**config.mk**
```make
export PLATFORM = sky130hd
export DESIGN_NAME = touch_report_decode_filter
export DESIGN_NICKNAME = d
export VERILOG_FILES = /design/src/rtl/trdf_pkg.sv /design/src/rtl/touch_report_decode_filter.sv /design/src/rtl/trdf_point.sv /design/src/rtl/trdf_res_buf.sv
export SDC_FILE = /design/constraint.sdc
export NUM_CORES = 1
export LEC_CHECK = 0
export BUFFER_PORTS_ARGS = -buffer_cell sky130_fd_sc_hd__buf_4
export CELL_PAD_IN_SITES_DETAIL_PLACEMENT = 1
export CELL_PAD_IN_SITES_GLOBAL_PLACEMENT = 1
export CORE_UTILIZATION = 40
export DETAILED_ROUTE_END_ITERATION = 10
export PLACE_DENSITY_LB_ADDON = 0.1
export REMOVE_ABC_BUFFERS = 1
export SETUP_SLACK_MARGIN = 0.02
export SKIP_CTS_REPAIR_TIMING = 1
export SLEW_MARGIN = 20
export SYNTH_ARGS = -nofsm -noshare
export SYNTH_HDL_FRONTEND = slang
export SYNTH_SLANG_ARGS = --single-unit
```
**constraint.sdc**
```tcl
create_clock -name clk -period 19.3 [get_ports clk]
set_input_delay 3.86 -clock clk [delete_from_list [all_inputs] [get_ports clk]]
set_output_delay 3.86 -clock clk [all_outputs]
set_load 0.02 [all_outputs]
```
**src/rtl/trdf_pkg.sv**
```systemverilog
// ----------------------------------------------------------------------------
// trdf_pkg
// Types and constants shared by the touch report decode and filter block.
// ----------------------------------------------------------------------------
`timescale 1ns / 1ps

package trdf_pkg;

  localparam int COORD_W   = 12;
  localparam int CFG_W     = 12;
  localparam int CFG_IDX_W = 3;
  localparam int CNT_SAT_W = 3;

  localparam logic [CFG_IDX_W-1:0] CFG_SIZE_X        = 3'd0;
  localparam logic [CFG_IDX_W-1:0] CFG_SIZE_Y        = 3'd1;
  localparam logic [CFG_IDX_W-1:0] CFG_FLIP_X        = 3'd2;
  localparam logic [CFG_IDX_W-1:0] CFG_FLIP_Y        = 3'd3;
  localparam logic [CFG_IDX_W-1:0] CFG_EXCHANGE_AXES = 3'd4;
  localparam logic [CFG_IDX_W-1:0] CFG_JUMP_LIMIT    = 3'd5;
  localparam logic [CFG_IDX_W-1:0] CFG_RELEASE_MIN   = 3'd6;

  localparam logic [1:0] EV_DOWN    = 2'd0;
  localparam logic [1:0] EV_CONTACT = 2'd2;

  localparam logic KIND_SLOT = 1'b0;
  localparam logic KIND_SYNC = 1'b1;

  localparam logic [CNT_SAT_W-1:0] SAMPLES_MAX = 3'd7;

  typedef struct packed {
    logic [7:0] count_byte;
    logic [7:0] p0_xh;
    logic [7:0] p0_xl;
    logic [7:0] p0_yh;
    logic [7:0] p0_yl;
    logic [7:0] p1_xh;
    logic [7:0] p1_xl;
    logic [7:0] p1_yh;
    logic [7:0] p1_yl;
  } in_item_t;

  typedef struct packed {
    logic               kind;
    logic [3:0]         slot_id;
    logic               active;
    logic               has_position;
    logic [COORD_W-1:0] pos_x;
    logic [COORD_W-1:0] pos_y;
    logic               last;
  } out_item_t;

  typedef struct packed {
    logic [7:0] xh;
    logic [7:0] xl;
    logic [7:0] yh;
    logic [7:0] yl;
  } point_raw_t;

  typedef struct packed {
    logic [COORD_W-1:0]   size_x;
    logic [COORD_W-1:0]   size_y;
    logic                 flip_x;
    logic                 flip_y;
    logic                 exchange_axes;
    logic [COORD_W-1:0]   jump_limit;
    logic [CNT_SAT_W-1:0] release_min_samples;
  } cfg_t;

  typedef struct packed {
    logic [COORD_W-1:0] last_x;
    logic [COORD_W-1:0] last_y;
    logic               older_valid;
  } filt_state_t;

  localparam out_item_t SYNC_ITEM = '{
    kind: KIND_SYNC, slot_id: 4'd0, active: 1'b0, has_position: 1'b0,
    pos_x: '0, pos_y: '0, last: 1'b1
  };

endpackage

```
**src/rtl/touch_report_decode_filter.sv**
```systemverilog
// ----------------------------------------------------------------------------
// touch_report_decode_filter
// Decodes raw touch frames into slot reports and frame syncs, with a
// per-point jitter filter.
// ----------------------------------------------------------------------------
// Usage:
//   in_*  : one raw frame per item (valid/ready). Accepted when in_valid and
//           in_ready are both high.
//   out_* : result items (valid/ready), one per cycle while out_ready is
//           high: a slot report for each decoded point, then a frame sync
//           with last set. A zero-count frame gives one sync or nothing.
//   cfg_* : write port for the seven settings; write only while idle.
// Flow: an accepted frame is held in the input register, then loaded into
//   the result buffer, from which its first result is offered. The single
//   output port draining the result buffer sets the frame rate; the next
//   frame loads as the last result of the previous one is taken.
// Reset: filter state and sample count clear, settings return to defaults,
//   no results pending.
// Stall: a stalled output holds the buffer; one more frame waits in the input
//   register, then in_ready drops.
// ----------------------------------------------------------------------------
`timescale 1ns / 1ps

module touch_report_decode_filter #(
  parameter int MAX_POINTS = 2
) (
  input  logic                                clk,
  input  logic                                rst_n,
  input  logic                                in_valid,
  output logic                                in_ready,
  input  trdf_pkg::in_item_t                  in_data,
  output logic                                out_valid,
  input  logic                                out_ready,
  output trdf_pkg::out_item_t                 out_data,
  input  logic                                cfg_we,
  input  logic [trdf_pkg::CFG_IDX_W-1:0]      cfg_index,
  input  logic [trdf_pkg::CFG_W-1:0]          cfg_data
);
  import trdf_pkg::*;

  localparam int DEPTH = MAX_POINTS + 1;
  localparam int CNT_W = $clog2(DEPTH + 1);

  cfg_t        cfg_r;
  in_item_t    in_r;
  logic        in_vld_r;
  logic        adv, can_load;

  filt_state_t          st_r   [MAX_POINTS];
  filt_state_t          st_nxt [MAX_POINTS];
  filt_state_t          st_upd [MAX_POINTS];
  point_raw_t           raw    [2];
  out_item_t            rpt    [MAX_POINTS];
  logic [MAX_POINTS-1:0] en, act;

  logic [CNT_SAT_W-1:0] samples_r, samples_nxt;
  logic [CNT_SAT_W:0]   samples_sum;
  logic                 zero_cnt;
  logic [CNT_W-1:0]     n_cnt, load_cnt;
  out_item_t            items [DEPTH];

  always_ff @(posedge clk) begin
    if (!rst_n) begin
      cfg_r.size_x              <= 12'd4095;
      cfg_r.size_y              <= 12'd4095;
      cfg_r.flip_x              <= 1'b1;
      cfg_r.flip_y              <= 1'b0;
      cfg_r.exchange_axes       <= 1'b1;
      cfg_r.jump_limit          <= 12'd8;
      cfg_r.release_min_samples <= 3'd3;
    end else if (cfg_we) begin
      case (cfg_index)
        CFG_SIZE_X:        cfg_r.size_x              <= cfg_data;
        CFG_SIZE_Y:        cfg_r.size_y              <= cfg_data;
        CFG_FLIP_X:        cfg_r.flip_x              <= cfg_data[0];
        CFG_FLIP_Y:        cfg_r.flip_y              <= cfg_data[0];
        CFG_EXCHANGE_AXES: cfg_r.exchange_axes       <= cfg_data[0];
        CFG_JUMP_LIMIT:    cfg_r.jump_limit          <= cfg_data;
        CFG_RELEASE_MIN:   cfg_r.release_min_samples <= cfg_data[CNT_SAT_W-1:0];
        default: ;
      endcase
    end
  end

  assign adv      = in_vld_r && can_load;
  assign in_ready = !in_vld_r || adv;

  always_ff @(posedge clk) begin
    if (!rst_n) begin
      in_vld_r <= 1'b0;
    end else if (in_ready) begin
      in_vld_r <= in_valid;
    end
  end

  always_ff @(posedge clk) begin
    if (in_ready && in_valid) begin
      in_r <= in_data;
    end
  end

  assign raw[0]   = '{xh: in_r.p0_xh, xl: in_r.p0_xl, yh: in_r.p0_yh, yl: in_r.p0_yl};
  assign raw[1]   = '{xh: in_r.p1_xh, xl: in_r.p1_xl, yh: in_r.p1_yh, yl: in_r.p1_yl};
  assign zero_cnt = (in_r.count_byte[3:0] == 4'd0);

  for (genvar i = 0; i < MAX_POINTS; i++) begin : g_point
    assign en[i] = (in_r.count_byte[3:0] > 4'(i));

    trdf_point u_point (
      .en      (en[i]),
      .raw     (raw[i]),
      .cfg     (cfg_r),
      .st      (st_r[i]),
      .st_nxt  (st_upd[i]),
      .report  (rpt[i]),
      .act_cnt (act[i])
    );
  end

  always_comb begin
    n_cnt       = '0;
    samples_sum = {1'b0, samples_r};
    for (int i = 0; i < MAX_POINTS; i++) begin
      n_cnt       = n_cnt + CNT_W'(en[i]);
      samples_sum = samples_sum + (CNT_SAT_W+1)'(act[i]);
    end

    if (zero_cnt) begin
      load_cnt    = CNT_W'(samples_r > cfg_r.release_min_samples);
      samples_nxt = '0;
    end else begin
      load_cnt    = n_cnt + CNT_W'(1);
      samples_nxt = (samples_sum > (CNT_SAT_W+1)'(SAMPLES_MAX)) ?
                    SAMPLES_MAX : samples_sum[CNT_SAT_W-1:0];
    end

    for (int i = 0; i < MAX_POINTS; i++) begin
      st_nxt[i] = zero_cnt ? filt_state_t'('0) : st_upd[i];
    end

    // reports first, then the frame sync
    for (int k = 0; k < DEPTH; k++) begin
      items[k] = SYNC_ITEM;
    end
    for (int k = 0; k < MAX_POINTS; k++) begin
      if (!zero_cnt && (CNT_W'(k) < n_cnt)) begin
        items[k] = rpt[k];
      end
    end
  end

  always_ff @(posedge clk) begin
    if (!rst_n) begin
      samples_r <= '0;
      for (int i = 0; i < MAX_POINTS; i++) begin
        st_r[i] <= '0;
      end
    end else if (adv) begin
      samples_r <= samples_nxt;
      st_r      <= st_nxt;
    end
  end

  trdf_res_buf #(
    .DEPTH (DEPTH)
  ) u_res_buf (
    .clk        (clk),
    .rst_n      (rst_n),
    .load       (adv),
    .load_items (items),
    .load_cnt   (load_cnt),
    .can_load   (can_load),
    .out_valid  (out_valid),
    .out_ready  (out_ready),
    .out_data   (out_data)
  );

endmodule

```
**src/rtl/trdf_point.sv**
```systemverilog
// ----------------------------------------------------------------------------
// trdf_point
// One point lane: decode, invert and swap, and the jitter filter update.
// ----------------------------------------------------------------------------
`timescale 1ns / 1ps

module trdf_point (
  input  logic                 en,
  input  trdf_pkg::point_raw_t raw,
  input  trdf_pkg::cfg_t       cfg,
  input  trdf_pkg::filt_state_t st,
  output trdf_pkg::filt_state_t st_nxt,
  output trdf_pkg::out_item_t  report,
  output logic                 act_cnt
);
  import trdf_pkg::*;

  logic [COORD_W-1:0] x_raw, y_raw, x_inv, y_inv, nx, ny, dx, dy;
  logic [1:0]         ev;
  logic [3:0]         id;
  logic               act, empty, jump, rel;

  always_comb begin
    x_raw = {raw.xh[3:0], raw.xl};
    y_raw = {raw.yh[3:0], raw.yl};
    ev    = raw.xh[7:6];
    id    = raw.yh[7:4];
    act   = ev inside {EV_DOWN, EV_CONTACT};

    x_inv = x_raw;
    if (cfg.flip_x) begin
      x_inv = (cfg.size_x >= x_raw) ? cfg.size_x - x_raw : '0;
    end
    y_inv = y_raw;
    if (cfg.flip_y) begin
      y_inv = (cfg.size_y >= y_raw) ? cfg.size_y - y_raw : '0;
    end
    if (cfg.exchange_axes) begin
      nx = y_inv;
      ny = x_inv;
    end else begin
      nx = x_inv;
      ny = y_inv;
    end

    dx    = (st.last_x > nx) ? st.last_x - nx : nx - st.last_x;
    dy    = (st.last_y > ny) ? st.last_y - ny : ny - st.last_y;
    empty = (st.last_x == '0) && (st.last_y == '0);
    jump  = (dx > cfg.jump_limit) || (dy > cfg.jump_limit);

    st_nxt = st;
    rel    = 1'b0;
    if (en && act) begin
      if (empty) begin
        st_nxt.last_x = nx;
        st_nxt.last_y = ny;
      end else if (jump) begin
        st_nxt.last_x = '0;
        st_nxt.last_y = '0;
      end else begin
        rel                = st.older_valid;
        st_nxt.older_valid = (st.last_x != '0) && (st.last_y != '0);
        st_nxt.last_x      = nx;
        st_nxt.last_y      = ny;
      end
    end

    report.kind         = KIND_SLOT;
    report.slot_id      = id;
    report.active       = act;
    report.has_position = rel;
    report.pos_x        = rel ? nx : '0;
    report.pos_y        = rel ? ny : '0;
    report.last         = 1'b0;

    act_cnt = en && act;
  end

endmodule

```
**src/rtl/trdf_res_buf.sv**
```systemverilog
// ----------------------------------------------------------------------------
// trdf_res_buf
// Result buffer: loads one frame's items, hands one out each cycle out_ready is high.
// ----------------------------------------------------------------------------
`timescale 1ns / 1ps

module trdf_res_buf #(
  parameter int DEPTH = 3
) (
  input  logic                        clk,
  input  logic                        rst_n,
  input  logic                        load,
  input  trdf_pkg::out_item_t         load_items [DEPTH],
  input  logic [$clog2(DEPTH+1)-1:0]  load_cnt,
  output logic                        can_load,
  output logic                        out_valid,
  input  logic                        out_ready,
  output trdf_pkg::out_item_t         out_data
);
  import trdf_pkg::*;

  localparam int CNT_W = $clog2(DEPTH+1);

  out_item_t        buf_r [DEPTH];
  logic [CNT_W-1:0] cnt_r, cnt_nxt;
  logic             pop;

  assign out_valid = (cnt_r != '0);
  assign out_data  = buf_r[0];
  assign pop       = out_valid && out_ready;
  assign can_load  = (cnt_r == '0) || ((cnt_r == CNT_W'(1)) && pop);

  always_comb begin
    cnt_nxt = cnt_r;
    if (load) begin
      cnt_nxt = load_cnt;
    end else if (pop) begin
      cnt_nxt = cnt_r - CNT_W'(1);
    end
  end

  always_ff @(posedge clk) begin
    if (!rst_n) begin
      cnt_r <= '0;
    end else begin
      cnt_r <= cnt_nxt;
    end
  end

  // advance the queue on pop, replace it on load
  always_ff @(posedge clk) begin
    if (load) begin
      buf_r <= load_items;
    end else if (pop) begin
      for (int k = 0; k < DEPTH - 1; k++) begin
        buf_r[k] <= buf_r[k+1];
      end
    end
  end

endmodule

```
==> run metrics <==
status finished with violations; failing checks design-rule violations; remaining max-slew budget at the tightest pin 0.351; required time reported for the critical path endpoint 19.59 ns; Post-synth EDFFs 124; Min-Delay Path Class flop to flop; Slew Viols, Final 0; gr busiest metal met2; Power Dens Cells 107 nW/um^2; crit path capture type flop; antenna violation net count after detailed routing 0; TritonCTS clock tree yes; RSZ-0062 raised after global routing false; vertical die dimension 207 um; register area share after synthesis 0.340; global-route met2 utilization 0.416; total global routing overflow 0; crit path DAT 9.84 ns; fraction of power consumed by combinational cells 0.419; DRC 7; NetSw 759 uW; Setup Total Neg Slack 0 ns; post-synthesis instance total 1858; clock network fraction of total power 0.273; Horiz. Die Dim 207 um; static power due to leakage 8.02 nW; dominant register cell in the synthesized netlist edfxtp_1; drt total wl 52800 um; total number of clock tree sinks 222; via count of the first global-routing pass 14146; share of final-layout standard cells stronger than drive strength 1 0.112; # rows 74; Tmin final 9.54 ns; Internal Power 1.24 mW; routability congestion estimate from global placement 0.898; Starting DRT DRC Count 768; number of maximum-capacitance violations 0; met3 Track Usage GR 0.0270; fmax 105 MHz; top cells by area in the synthesized netlist edfxtp_1, ha_1, dfxtp_1; part of the total power dissipated in sequential elements 0.308; r2r worst-path depth 26; Synth warnings 0; Synth-to-Final Area Change 11.8%; average routed wire per standard cell 21.4 um; count of cell types in the netlist 83; Detail Placement HPWL 41600 um; Die ar. 42700 um^2; type of the worst setup path flop to flop; largest net degree at the start of global routing 63; area after detailed placement 17800 um^2; number of iterations in the first detailed-routing pass 8; startpoint of the worst-slack reg-to-reg timing path cfg_r[35]$_SDFFE_PN1P_; via count 13792; Port Buffer Count 115; H-tree level count 1; worst IR drop on VDD 0.0748 mV; maximum root-to-sink buffer count 3; Setup-failing EPs final 0; Diodes inserted 0; type of element launching the critical path flop; io pins 126; final worst path period share 0.494; worst hold path endpoint cfg_r[13]$_SDFFE_PN0P_; slew at the pin with the worst max-slew slack 0.969 ns; async set or reset register ratio after synthesis 0; Clock Pin Slew Worst Setup and Hold Paths 0.06 ns; final hold vios 0; clock root cell clkbuf_16; HP Start cfg_r[13]$_SDFFE_PN0P_; initial standard-cell utilization of the core 0.408; later-pin clock latency in the skew report 0.58 ns; post-DR vias/cell 5.60; final worst clock skew 0.0205 ns; area share of the largest cell type after synthesis 0.223; most area-hungry cell type in the Yosys netlist edfxtp_1; setup slack of the most critical reg-to-reg path 9.76 ns; met1 routing resource usage after global routing 0.335; Yosys reg bits 222; area of the core 41000 um^2; endpoint of the worst register-to-register path u_res_buf.out_data[2]$_DFFE_PP_; cell depth of the worst hold path 2; number of CTS-inserted buffers 28; final net count 2211; net switching share of the total power 0.379; CP max FO 19; antenna violations before repair 1; global-route wire length before repair 80500 um; final instance area 18700 um^2; area of the mapped netlist 16700 um^2; synthesized area divided by synthesized cell count 9.01 um^2; global-route usage over all layers 0.249
-- critical path, stage by stage (launching register included) --
cell and delay (ns):
dfxtp_1 0.48, ha_1 0.36, a21oi_1 0.19, o21ai_0 0.18, a2111o_1 0.47, o221ai_1 0.68, o22ai_1 0.27, mux2i_1 0.56
inv_1 0.17, fa_1 0.45, nor2b_1 0.13, o21a_1 0.16, o21ai_0 0.14, a31oi_1 0.21, o31a_1 0.75, mux2_4 0.39
a31oi_4 0.24, nor2b_1 0.08, a211oi_2 0.25, ha_1 0.30, a21o_1 0.18, a21o_1 0.17, a2111oi_0 0.57, o22ai_1 0.27
nor2_1 0.18, nand3_1 0.65, o21ai_0 0.76
-- how the worst max path moves through the flow --
stage	cells past startpoint	end	startpoint	slack [ns]
detailed placement	26	u_res_buf.out_data[2]$_DFFE_PP_	cfg_r[35]$_SDFFE_PN1P_	9.94
floorplan	2	in_ready	out_ready	11.20
finish	26	u_res_buf.out_data[2]$_DFFE_PP_	cfg_r[35]$_SDFFE_PN1P_	9.76
global placement	26	u_res_buf.out_data[2]$_DFFE_PP_	cfg_r[35]$_SDFFE_PN1P_	10.24
global route	26	u_res_buf.out_data[2]$_DFFE_PP_	cfg_r[35]$_SDFFE_PN1P_	9.14
CTS	26	u_res_buf.out_data[2]$_DFFE_PP_	cfg_r[35]$_SDFFE_PN1P_	9.86
-- kinds of logic after synthesis --
| family | synth area share |
|---|---|
| and+or+nand+nor | 0.148 |
| AOI/OAI and AO/OA | 0.189 |
| buffers and inverters | 0.0778 |
| DFF | 0.340 |
| adders and majority gates | 0.161 |
| muxes | 0.0490 |
| xor gates and xnor gates | 0.0356 |
-- final cells by class --
class	count	area (um^2)
inverters	189	709
flip-flops and latches	222	5690
well taps	532	666
clock inverters	21	245
repair buffers	126	946
multi-input cells	1345	9760
clock buffers	30	708
fillers	4769	22300
-- power groups by stage --
stage | clock (mW) | sequential, mW | combinational (mW)
5_1_grt | 0.577 | 0.623 | 0.927
3_3_place_gp | 0 | 0.624 | 0.803
6_report | 0.546 | 0.618 | 0.839
4_1_cts | 0.561 | 0.618 | 0.838
3_5_place_dp | 0 | 0.627 | 0.832
2_1_floorplan | 0 | 0.637 | 0.559
-- layer usage --
metal | wire [um] | up-vias
met5 | 0 | -
met4 | 1840 | 0
met3 | 1660 | 82
met2 | 24300 | 219
met1 | 25000 | 6800
li1 | - | 6691
-- through the flow --
stage	total power, mW	setup WS [ns]	cells	utilization	hold WS [ns]
6_report	2.00	9.76	2465	0.456	0.465
5_1_grt	2.13	9.14	2465	0.456	0.498
4_1_cts	2.02	9.86	2465	0.456	0.472
3_5_place_dp	1.46	9.94	2414	0.433	0.463
3_3_place_gp	1.43	10.24	2414	0.433	0.457
2_1_floorplan	1.20	11.20	1756	-	0.443
-- layout by cell type, fill, tap and decap left out, types with 6 or more instances in the layout --
master / Yosys / layout
a21o_1: 50 / 50
nor2b_1: 46 / 46
o21ai_0: 104 / 104
o21a_1: 20 / 20
and3_1: 18 / 18
inv_1: 188 / 188
a22oi_1: 30 / 30
o21ai_1: 9 / 9
clkbuf_16: 0 / 28
and2_1: 9 / 8
a21oi_1: 108 / 108
dfxtp_1: 98 / 97
clkinvlp_4: 0 / 6
or2_2: 8 / 8
nor2_1: 78 / 78
or3_1: 8 / 8
a31oi_1: 8 / 8
a211oi_1: 12 / 12
nor4_1: 14 / 14
fa_1: 13 / 13
nand3_1: 48 / 48
mux2i_1: 62 / 62
xor2_1: 33 / 33
a21boi_0: 19 / 19
ha_1: 194 / 194
edfxtp_1: 124 / 124
buf_4: 40 / 126
o22ai_1: 14 / 14
nand2b_1: 27 / 27
o211ai_1: 12 / 12
xnor2_1: 35 / 35
a22o_1: 17 / 17
mux2_2: 13 / 13
nand2_1: 201 / 201
nand4_1: 25 / 25
nor3_1: 19 / 19
o21bai_1: 6 / 6
-- state kept, by name, indices dropped and copies added, names as in the netlist --
signal,cells
u_res_buf.cnt_r,2
cfg_r,42
in_vld_r,1
in_r,62
st_r,50
u_res_buf.out_data,31
samples_r,3
u_res_buf.buf_r,31
-- Yosys cell counts (40+ instances only) --
| master | n |
|---|---|
| inv_1 | 188 |
| nand3_1 | 48 |
| ha_1 | 194 |
| buf_4 | 40 |
| nand2_1 | 201 |
| clkbuf_1 | 40 |
| mux2i_1 | 62 |
| a21oi_1 | 108 |
| o21ai_0 | 104 |
| nor2b_1 | 46 |
| nor2_1 | 78 |
| dfxtp_1 | 98 |
| edfxtp_1 | 124 |
| a21o_1 | 50 |
(Power assumes the default switching activity.)
